$ cat src/bmp_rle_pixel_encoder_core_defines.svh
// Assertion macros used by the encoder core.
// They assume a clock named clk and an active-low reset named arst_n.
`ifndef BMP_RLE_PIXEL_ENCODER_CORE_DEFINES_SVH
`define BMP_RLE_PIXEL_ENCODER_CORE_DEFINES_SVH

// The consequent must hold in the same cycle as the antecedent.
`define BRLE_ASSERT_NOW(lbl, ante, cons) \
	lbl: assert property (@(posedge clk) disable iff (!arst_n) (ante) |-> (cons)) \
		else $error("brle: same-cycle check failed");

// The consequent must hold in the cycle after the antecedent.
`define BRLE_ASSERT_NEXT(lbl, ante, cons) \
	lbl: assert property (@(posedge clk) disable iff (!arst_n) (ante) |=> (cons)) \
		else $error("brle: next-cycle check failed");

`endif

$ cat src/brle_pkg.sv
package brle_pkg;

	localparam int unsigned BURST_MAX = 6;
	localparam int unsigned CNT_W = $clog2(BURST_MAX + 1);

	localparam logic [7:0] RUN_MAX = 8'd255;
	localparam logic [7:0] MARK_ESC = 8'h00;
	localparam logic [7:0] MARK_EOL = 8'h00;
	localparam logic [7:0] MARK_EOD = 8'h01;

	localparam logic REG_NIBBLE_MODE = 1'b0;
	localparam logic REG_ROW_WIDTH = 1'b1;

	typedef logic [7:0] byte_t;

	typedef struct packed {
		logic [7:0] run_first;
		logic [3:0] run_second;
		logic [7:0] run_length;
		logic [15:0] row_left;
	} run_state_t;

	typedef struct packed {
		logic [BURST_MAX-1:0][7:0] bytes;
		logic [CNT_W-1:0] count;
		logic fin;
	} burst_t;

	function automatic byte_t run_value(input logic nibble, input logic [7:0] first,
			input logic [3:0] second);
		run_value = nibble ? {first[3:0], second} : first;
	endfunction

endpackage

$ cat src/brle_encode.sv
module brle_encode (
	input logic [7:0] pixel,
	input logic fin,
	input logic nibble_mode,
	input logic [15:0] row_width,
	input brle_pkg::run_state_t cur,
	output brle_pkg::run_state_t nxt,
	output brle_pkg::burst_t burst
);

	logic [7:0] p;
	logic open_run;
	logic joins;
	logic close_old;
	logic row_end;
	logic shut;
	logic [7:0] len_new;
	logic [7:0] first_new;
	logic [3:0] second_new;
	brle_pkg::byte_t val_old;
	brle_pkg::byte_t val_new;
	brle_pkg::byte_t mark;

	always_comb begin
		p = nibble_mode ? {4'b0, pixel[3:0]} : pixel;
		open_run = (cur.run_length != 8'd0);
		if (cur.run_length >= brle_pkg::RUN_MAX) begin
			joins = 1'b0;
		end else if (!nibble_mode) begin
			joins = (p == cur.run_first);
		end else if (cur.run_length == 8'd1) begin
			joins = 1'b1;
		end else if (!cur.run_length[0]) begin
			joins = (p[3:0] == cur.run_first[3:0]);
		end else begin
			joins = (p[3:0] == cur.run_second);
		end
		close_old = open_run && !joins;

		if (open_run && joins) begin
			len_new = cur.run_length + 8'd1;
			first_new = cur.run_first;
			second_new = (nibble_mode && cur.run_length == 8'd1) ? p[3:0] : cur.run_second;
		end else begin
			len_new = 8'd1;
			first_new = p;
			second_new = 4'd0;
		end

		row_end = (cur.row_left <= 16'd1);
		shut = row_end || fin;
		val_old = brle_pkg::run_value(nibble_mode, cur.run_first, cur.run_second);
		val_new = brle_pkg::run_value(nibble_mode, first_new, second_new);
		mark = fin ? brle_pkg::MARK_EOD : brle_pkg::MARK_EOL;

		if (close_old) begin
			burst.bytes[0] = cur.run_length;
			burst.bytes[1] = val_old;
			burst.bytes[2] = len_new;
			burst.bytes[3] = val_new;
			burst.bytes[4] = brle_pkg::MARK_ESC;
			burst.bytes[5] = mark;
		end else begin
			burst.bytes[0] = len_new;
			burst.bytes[1] = val_new;
			burst.bytes[2] = brle_pkg::MARK_ESC;
			burst.bytes[3] = mark;
			burst.bytes[4] = 8'd0;
			burst.bytes[5] = 8'd0;
		end
		burst.count = (close_old ? brle_pkg::CNT_W'(2) : brle_pkg::CNT_W'(0))
			+ (shut ? brle_pkg::CNT_W'(4) : brle_pkg::CNT_W'(0));
		burst.fin = fin;

		nxt.run_first = first_new;
		nxt.run_second = second_new;
		nxt.run_length = shut ? 8'd0 : len_new;
		nxt.row_left = shut ? row_width : cur.row_left - 16'd1;
	end

endmodule

$ cat src/brle_burst_buf.sv
module brle_burst_buf (
	input logic clk,
	input logic arst_n,
	input logic load,
	input brle_pkg::burst_t burst,
	output logic can_take,
	output logic [brle_pkg::CNT_W-1:0] level,
	output logic m_tvalid,
	input logic m_tready,
	output logic [7:0] m_tdata,
	output logic m_tlast,
	output logic m_tuser
);

	logic [brle_pkg::BURST_MAX-1:0][7:0] bytes_q;
	logic [brle_pkg::CNT_W-1:0] cnt_q;
	logic fin_q;
	logic pop;

	assign pop = (cnt_q != '0) && m_tready;
	assign can_take = (cnt_q == '0) || ((cnt_q == brle_pkg::CNT_W'(1)) && m_tready);
	assign level = cnt_q;

	assign m_tvalid = (cnt_q != '0);
	assign m_tdata = bytes_q[0];
	assign m_tlast = (cnt_q == brle_pkg::CNT_W'(1));
	assign m_tuser = (cnt_q == brle_pkg::CNT_W'(1)) && fin_q;

	always_ff @(posedge clk or negedge arst_n) begin
		if (!arst_n) begin
			cnt_q <= '0;
		end else if (load) begin
			cnt_q <= burst.count;
		end else if (pop) begin
			cnt_q <= cnt_q - brle_pkg::CNT_W'(1);
		end
	end

	always_ff @(posedge clk) begin
		if (load) begin
			bytes_q <= burst.bytes;
			fin_q <= burst.fin;
		end else if (pop) begin
			for (int i = 0; i < brle_pkg::BURST_MAX - 1; i++) begin
				bytes_q[i] <= bytes_q[i+1];
			end
		end
	end

endmodule

$ cat src/bmp_rle_pixel_encoder_core.sv
// BMP RLE8/RLE4 run encoder for a stream of palette indices.
// Input channel s_*: one pixel per item in raster order; s_tdata carries the
// palette index and s_tlast marks the final pixel of the image.
// Output channel m_*: one encoded byte per item; m_tlast marks the last byte
// that a pixel releases and m_tuser marks the 01 byte of the end-of-data pair.
// Registers on the APB port: nibble_mode at address 0, row_width at address 4.
// Write them only while the encoder is idle.
// A pixel waits in the input register until the output buffer can take it, and
// then loads its burst of zero, two, four or six bytes into the output buffer, so
// the first byte of a burst passes through the input register and the buffer.
// The buffer sends one byte per cycle while m_tready is high; a pixel that only
// extends the open run releases no bytes.
// A new pixel is taken while the previous burst is still draining.
// When m_tready is low, the buffer holds its byte and the input stalls behind it.
// Reset clears the open run, selects RLE8, sets the row width to one and
// empties both registers.
`include "bmp_rle_pixel_encoder_core_defines.svh"

module bmp_rle_pixel_encoder_core (
	input logic clk,
	input logic arst_n,
	input logic s_tvalid,
	output logic s_tready,
	input logic [7:0] s_tdata, // [7:0] pixel_index
	input logic s_tlast,
	output logic m_tvalid,
	input logic m_tready,
	output logic [7:0] m_tdata, // [7:0] out_byte
	output logic m_tlast,
	output logic m_tuser, // [0] stream_end
	input logic psel,
	input logic penable,
	input logic pwrite,
	input logic [2:0] paddr,
	input logic [31:0] pwdata,
	output logic [31:0] prdata,
	output logic pready
);

	logic valid_s1;
	logic [7:0] pixel_s1;
	logic fin_s1;
	logic nibble_mode_q;
	logic [15:0] row_width_q;
	brle_pkg::run_state_t state_q;
	brle_pkg::run_state_t state_nxt;
	brle_pkg::burst_t burst;
	logic can_take;
	logic issue;
	logic cfg_we;
	logic [brle_pkg::CNT_W-1:0] level;

	assign pready = 1'b1;
	assign cfg_we = psel && penable && pwrite;
	assign prdata = (paddr[2] == brle_pkg::REG_ROW_WIDTH) ? {16'b0, row_width_q}
		: {31'b0, nibble_mode_q};

	assign issue = valid_s1 && can_take;
	assign s_tready = !valid_s1 || issue;

	always_ff @(posedge clk or negedge arst_n) begin
		if (!arst_n) begin
			valid_s1 <= 1'b0;
		end else if (s_tvalid && s_tready) begin
			valid_s1 <= 1'b1;
		end else if (issue) begin
			valid_s1 <= 1'b0;
		end
	end

	always_ff @(posedge clk) begin
		if (s_tvalid && s_tready) begin
			pixel_s1 <= s_tdata;
			fin_s1 <= s_tlast;
		end
	end

	always_ff @(posedge clk or negedge arst_n) begin
		if (!arst_n) begin
			nibble_mode_q <= 1'b0;
			row_width_q <= 16'd1;
			state_q.run_first <= 8'd0;
			state_q.run_second <= 4'd0;
			state_q.run_length <= 8'd0;
			state_q.row_left <= 16'd1;
		end else begin
			if (issue) begin
				state_q <= state_nxt;
			end
			if (cfg_we) begin
				case (paddr[2])
					brle_pkg::REG_NIBBLE_MODE: begin
						nibble_mode_q <= pwdata[0];
					end
					brle_pkg::REG_ROW_WIDTH: begin
						row_width_q <= pwdata[15:0];
						state_q.row_left <= pwdata[15:0];
					end
					default: begin
					end
				endcase
			end
		end
	end

	brle_encode u_encode (
		.pixel(pixel_s1),
		.fin(fin_s1),
		.nibble_mode(nibble_mode_q),
		.row_width(row_width_q),
		.cur(state_q),
		.nxt(state_nxt),
		.burst(burst)
	);

	brle_burst_buf u_burst_buf (
		.clk(clk),
		.arst_n(arst_n),
		.load(issue),
		.burst(burst),
		.can_take(can_take),
		.level(level),
		.m_tvalid(m_tvalid),
		.m_tready(m_tready),
		.m_tdata(m_tdata),
		.m_tlast(m_tlast),
		.m_tuser(m_tuser)
	);

	`BRLE_ASSERT_NOW(a_end_on_last, m_tvalid && m_tuser, m_tlast)
	`BRLE_ASSERT_NOW(a_no_overwrite, level > brle_pkg::CNT_W'(1), !issue)
	`BRLE_ASSERT_NEXT(a_final_clears, issue && fin_s1 && !cfg_we,
		state_q.run_length == 8'd0 && state_q.row_left == row_width_q)

endmodule

$ cat config.mk
export PLATFORM = sky130hd
export DESIGN_NAME = bmp_rle_pixel_encoder_core
export DESIGN_NICKNAME = d
export VERILOG_FILES = /design/src/brle_pkg.sv /design/src/brle_encode.sv /design/src/brle_burst_buf.sv /design/src/bmp_rle_pixel_encoder_core.sv
export VERILOG_INCLUDE_DIRS = /design/src /design/src/src
export SDC_FILE = /design/constraint.sdc
export NUM_CORES = 1
export LEC_CHECK = 0
export ABC_AREA = 1
export BUFFER_PORTS_ARGS = -buffer_cell sky130_fd_sc_hd__clkbuf_2
export CORE_ASPECT_RATIO = 1.5
export CORE_UTILIZATION = 40
export DETAILED_ROUTE_END_ITERATION = 10
export PLACE_DENSITY_LB_ADDON = 0.1
export SLEW_MARGIN = 20
export SYNTH_ARGS = -nofsm -noshare
export SYNTH_HDL_FRONTEND = slang
export SYNTH_SLANG_ARGS = --single-unit
$ cat constraint.sdc
create_clock -name clk -period 2 [get_ports clk]
set_input_delay 0.4 -clock clk [delete_from_list [all_inputs] [get_ports clk]]
set_output_delay 0.4 -clock clk [all_outputs]
set_load 0.01 [all_outputs]
==> results of run 1 <==
[sequential cells by signal, summed over array words and instances (netlist names)]
| name | count |
|---|---|
| state_q | 36 |
| u_burst_buf.bytes_q | 26 |
| row_width_q | 16 |
| pixel_s1 | 8 |
| u_burst_buf.m_tdata | 8 |
| u_burst_buf.level | 3 |
| fin_s1 | 1 |
| nibble_mode_q | 1 |
| u_burst_buf.fin_q | 1 |
| valid_s1 | 1 |
[routing by layer]
layer  GRT usage  part of all wire  up-vias
li1            -                 -     2603
met1       0.240              0.38     2498
met2       0.403              0.55      132
met3      0.0346             0.036       34
met4       0.120             0.032        0
met5           0                 0        -
[timing repair]
item | CTS | global route
setup endpoints to repair | 40 | 60
gates resized for setup | 58 | 74
pin swaps | 17 | 27
gates cloned | 3 | 0
setup buffers | 6 | 8
hold endpoints to repair | 0 | 0
[Yosys cell counts (5+ instances only)]
master,instances
a21oi_1,7
xor2_1,6
nor2_1,55
edfxtp_1,44
nand2_1,214
o21ai_0,60
o211ai_1,9
nand2_2,10
nand3_1,51
dfrtp_1,55
nand4_1,17
inv_1,85
a31oi_1,9
buf_4,26
o22ai_1,5
clkbuf_1,12
ha_1,8
[power groups by stage]
stage               sequential (uW)  combinational (uW)  clock, uW
detailed placement             3720                4890          0
finish                         3730                5930       1820
CTS                            3700                5450       1860
floorplan                      3590                3160          0
global route                   3820                6580       1940
global placement               3690                4830          0
[per-stage QoR]
step / hold slack (ps) / area [sq um] / util
after detailed placement: 445 / 6810 / 0.482
after CTS: 64.6 / 7410 / 0.525
after global routing: 80.7 / 7750 / 0.549
after floorplan: 104 / 5880 / -
final: 52.4 / 7750 / 0.549
after global placement: 444 / 6810 / 0.482
[cells in the final DEF, fill, tap and decap left out, drive strengths merged, types with 2 or more instances in the layout]
master    count
nand2       227
buf          98
inv          91
clkbuf       72
o21ai        63
nor2         61
dfrtp        55
nand3        54
edfxtp       44
nand4        18
conb         17
o211ai        9
a31oi         9
ha            8
a21oi         7
xor2          6
o22ai         5
xnor2         4
nor3          4
clkinvlp      3
nor4          3
dfstp         2
[layout make-up]
cell class	instances	area [sq um]
clock buffer	13	260
clock inverter	3	43.8
fill	1347	6370
inverter	93	387
multi-input combinational	502	2880
sequential	101	2750
tap	192	240
timing repair buffer	157	1180
[critical path: cells and delay by family (launching register included)]
family / cells / cell delay [ps]
buffers and inverters: 4 / 590
adder cells (fa/ha/maj): 1 / 140
AND/OR/NAND/NOR: 5 / 650
flip-flops: 1 / 470
[kinds of logic after synthesis]
| family | synth area share |
|---|---|
| xor+xnor | 0.0150 |
| compound gates | 0.0946 |
| fa+ha+maj | 0.0172 |
| buf+inv | 0.115 |
| flops | 0.473 |
| other cells | 0.00129 |
| simple gates | 0.284 |
[worst max-delay path by stage]
| stage | start | to | slack (ps) | depth (start not counted) |
|---|---|---|---|---|
| finish | state_q[16] | u_burst_buf.bytes_q[14] | -110 | 10 |
| global route | pixel_s1[1] | u_burst_buf.bytes_q[26] | -170 | 13 |
| CTS | state_q[16] | u_burst_buf.bytes_q[13] | -80 | 13 |
| detailed placement | state_q[16] | u_burst_buf.bytes_q[24] | -260 | 12 |
| global placement | state_q[16] | u_burst_buf.bytes_q[24] | -240 | 12 |
| floorplan | u_burst_buf.level[0] | u_burst_buf.level[0] | -40 | 7 |
==> results_dict.tcl, run 1 <==
set metrics [dict create \
    post_drt_wl_per_cell_um 14.5 \
    grt_pass1_vias 5366 \
    postRouteAntennaNets 0 \
    tritoncts "built" \
    grt_overflow_total 0 \
    pwr-share-comb 0.516 \
    core_sq_um 14100 \
    dp_worst_setup_slack_ps -263 \
    cap_violations 0 \
    portBuffers 60 \
    synthArstFlopShare 0.564 \
    ys_seq_elements 101 \
    synth_top_area_share 0.237 \
    num_rows 53 \
    start_util 0.412 \
    grt_start_max_net_pins 58 \
    gp_congestion 0.846 \
    syn_inst 727 \
    hold_viol_final 0 \
    r2r_cells 10 \
    violations "negative setup slack" \
    syn_to_final_growth_pct 33.2 \
    timing.final.crit_share 1.05 \
    p_sw_uw 4720 \
    clk_pin_slew_worst_paths_ps 70 \
    hp-class "in2async" \
    r2r_end "u_burst_buf.bytes_q[14]" \
    drc 0 \
    start_kind "flop" \
    h-tree-depth 3 \
    finalNonFillerCells 1061 \
    antenna_found_initial 0 \
    syn_area_per_cell_sq_um 8.00 \
    synth_seq_area_share 0.473 \
    drt_iter0_markers 156 \
    root_buffer "clkbuf_16" \
    pin_count 96 \
    end_kind "flop" \
    setup_ws_ps -109 \
    ys_warn_count 0 \
    syn-cell-area_sq_um 5820 \
    critPathSlowestCell "dfrtp_2" \
    cp_cell_sequence "buf_12, inv_8, buf_6, ha_4, nand4_4, buf_8, nand4_1, nand3_4, nand3_2, nand2_2" \
    clock_skew_ps 9.48 \
    synth_area_leaders "dfrtp_1, edfxtp_1, nand2_1" \
    die_width_um 100 \
    vias 5267 \
    via_per_inst 4.96 \
    sw_frac_of_total 0.412 \
    fmax_mhz 474 \
    synth_top_cell_by_area "dfrtp_1" \
    status "complete, but fails checks" \
    fin_total_pwr_uw 11500 \
    cts_buffers 9 \
    hold_buffers 0 \
    dpl.cell_count 1028 \
    cp.arrival_ps 2210 \
    ir_drop_mv 0.551 \
    drv_slew 0 \
    cp.required_ps 2100 \
    power_frac_clock 0.158 \
    synthDistinctLibCells 47 \
    clk_latency_ps 350 \
    n_antenna_cell 0 \
    die_y_um 150 \
    min_period_ps 2110 \
    grt_pass1_wl_um 25400 \
    grt_usage 0.220 \
    synth_edf_count 44 \
    die-area_sq_um 15000 \
    seqPwrFrac 0.325 \
    drt-total-wl_um 15400 \
    hpwl_um 10800 \
    cts_max_path_buffers 2 \
    synth_flop_cell "dfrtp_1" \
    rsz0062_at_grt "true" \
    dr.pass1.iters 5 \
    internal-power_uw 6760 \
    setup_viol 28 \
    r2r_setup_slack_ps -110 \
    critPathMaxFanout 7 \
    finalNetCount 923 \
    power_density_nw_per_um2 1480 \
    crit_type "reg2reg" \
    critical-path-max-stage-delay_ps 470 \
    worstReg2RegStart "state_q[16]" \
    setup_tns_ps -1660 \
    p_leak_uw 0.00379 \
    drive_gt1_frac 0.330 \
    cts_num_sinks 101 \
]
No activity file was read; power rests on OpenSTA's default activity.
==> run 2: changes to the inputs <==
RECOVER_POWER = 100   (was unset)
==> results_dict.tcl, run 2 (synthesized netlist as in run 1, its figures left out) <==
set metrics [dict create \
    min_period_ps 2100 \
    hold_viol_final 0 \
    clk_pin_slew_worst_paths_ps 70 \
    setup_tns_ps -1620 \
    critical-path-max-stage-delay_ps 470 \
    portBuffers 60 \
    final_cell_mix "nand2_1, inv_1, buf_4" \
    r2r_cells 10 \
    hp-start "s_tdata[6]" \
    vias 5268 \
    die_y_um 150 \
    final_util 0.543 \
    gp_congestion 0.846 \
    cts_buffers 9 \
    crit_buf_inv 4 \
    clk_latency_ps 350 \
    cp_cell_sequence "buf_12, inv_8, buf_6, ha_4, nand4_4, buf_8, nand4_1, nand3_4, nand3_2, nand2_2" \
    die-area_sq_um 15000 \
    hpwl_um 10800 \
    h-tree-depth 3 \
    core_sq_um 14100 \
    n_fill_cell 1368 \
    setup_ws_ps -103 \
    p_leak_uw 0.00369 \
    grt_usage 0.220 \
    cp.arrival_ps 2200 \
    cp.required_ps 2100 \
    grt_start_max_net_pins 58 \
    hold_path_depth 1 \
    path_depth 10 \
    drc 0 \
    status "complete, but fails checks" \
    min_to "pixel_s1[6]" \
    grt_overflow_total 0 \
    crit_type "reg2reg" \
    syn_to_final_growth_pct 31.7 \
    reg.largest.list "state_q x36, u_burst_buf.bytes_q x26, row_width_q x16" \
    start_util 0.412 \
    root_buffer "clkbuf_16" \
    r2r_setup_slack_ps -100 \
    via_per_inst 4.97 \
    end_kind "flop" \
    post_drt_wl_per_cell_um 14.6 \
    grt_pass1_wl_um 25400 \
    layout_commonest_cell "nand2_1" \
    placed_area_sq_um 6810 \
    cap_violations 1 \
    cts_num_sinks 101 \
    tritoncts "built" \
    pin_count 96 \
    setup_viol 29 \
    largest_reg_flops 36 \
    drt-total-wl_um 15500 \
    rsz0062_at_grt "true" \
    drv_slew 58 \
    worst_pin_slew_ps 1590 \
    hold_buffers 0 \
    antenna_found_initial 0 \
    clock_skew_ps 7.84 \
    ir_drop_mv 0.546 \
    grt_pass1_vias 5366 \
    drive_gt1_frac 0.296 \
    power_density_nw_per_um2 1490 \
    final_cell_area_sq_um 7660 \
    start_kind "flop" \
    critPathSlowestCell "dfrtp_2" \
    violations "max-capacitance violations, max-slew violations, negative setup slack" \
    hp-class "in2reg" \
    finalNetCount 923 \
    drt_iter0_markers 147 \
    worstReg2RegStart "state_q[16]" \
    r2r_end "u_burst_buf.bytes_q[14]" \
    top_register "state_q" \
    n_antenna_cell 0 \
    critPathMaxFanout 7 \
    crit_family "simple AND/OR/NAND/NOR gates" \
    timing.final.crit_share 1.05 \
    fmax_mhz 475 \
    postRouteAntennaNets 0 \
    dr.pass1.iters 5 \
    max_slew_margin -0.0588 \
    die_width_um 100 \
    cts_max_path_buffers 2 \
    num_rows 53 \
]
==> run 2: changes by cell type in the layout (fill, tap and decap cells not counted), moves of 2 or more <==
cell / previous run / this run
clkbuf_1: 2 / 27
clkbuf_4: 0 / 2
buf_4: 77 / 71
clkbuf_2: 59 / 40
buf_12: 7 / 5
==> run 2: layer usage <==
layer,part of all wire,vias to the layer above,global-route usage
met5,0,-,0
met4,0.032,0,0.120
met3,0.043,34,0.0346
met2,0.55,144,0.403
met1,0.38,2487,0.240
li1,-,2603,-
==> run 2: metrics by stage <==
step | setup slack [ps] | total power (uW) | cells | hold slack [ps]
after floorplan | -35.4 | 6750 | 742 | 104
after global placement | -238 | 8520 | 1028 | 444
after detailed placement | -263 | 8600 | 1028 | 445
after CTS | -80.5 | 11000 | 1053 | 64.6
after global routing | -173 | 12300 | 1061 | 216
final | -103 | 11400 | 1061 | 225
==> run 2: worst max-delay path by stage <==
stage,start,end,slack (ps)
detailed placement,state_q[16],u_burst_buf.bytes_q[24],-260
global placement,state_q[16],u_burst_buf.bytes_q[24],-240
finish,state_q[16],u_burst_buf.bytes_q[14],-100
global route,pixel_s1[1],u_burst_buf.bytes_q[26],-170
floorplan,u_burst_buf.level[0],u_burst_buf.level[0],-40
CTS,state_q[16],u_burst_buf.bytes_q[13],-80
==> run 2: where the power goes <==
| part | internal, uW | total (uW) | switching [uW] |
|---|---|---|---|
| Sequential | 3190 | 3730 | 534 |
| Combinational | 2450 | 5850 | 3400 |
| Clock | 1040 | 1820 | 776 |
| Total | 6690 | 11400 | 4710 |
==> run 2: final cells by class <==
type	instances	area, sq um	area share
repair buffers	157	1110	0.145
clock buffers	13	260	0.0340
well taps	192	240	0.0313
clock inverters	3	43.8	0.00571
flip-flops and latches	101	2750	0.359
multi-input cells	502	2870	0.375
inverters	93	382	0.0498
==> run 2: what timing repair did <==
item | CTS | global route
setup buffers | 6 | 8
endpoints found under the hold margin | 0 | 0
cloned | 3 | 0
resized for setup | 58 | 74
pin swaps | 17 | 27
setup endpoints to repair | 40 | 60
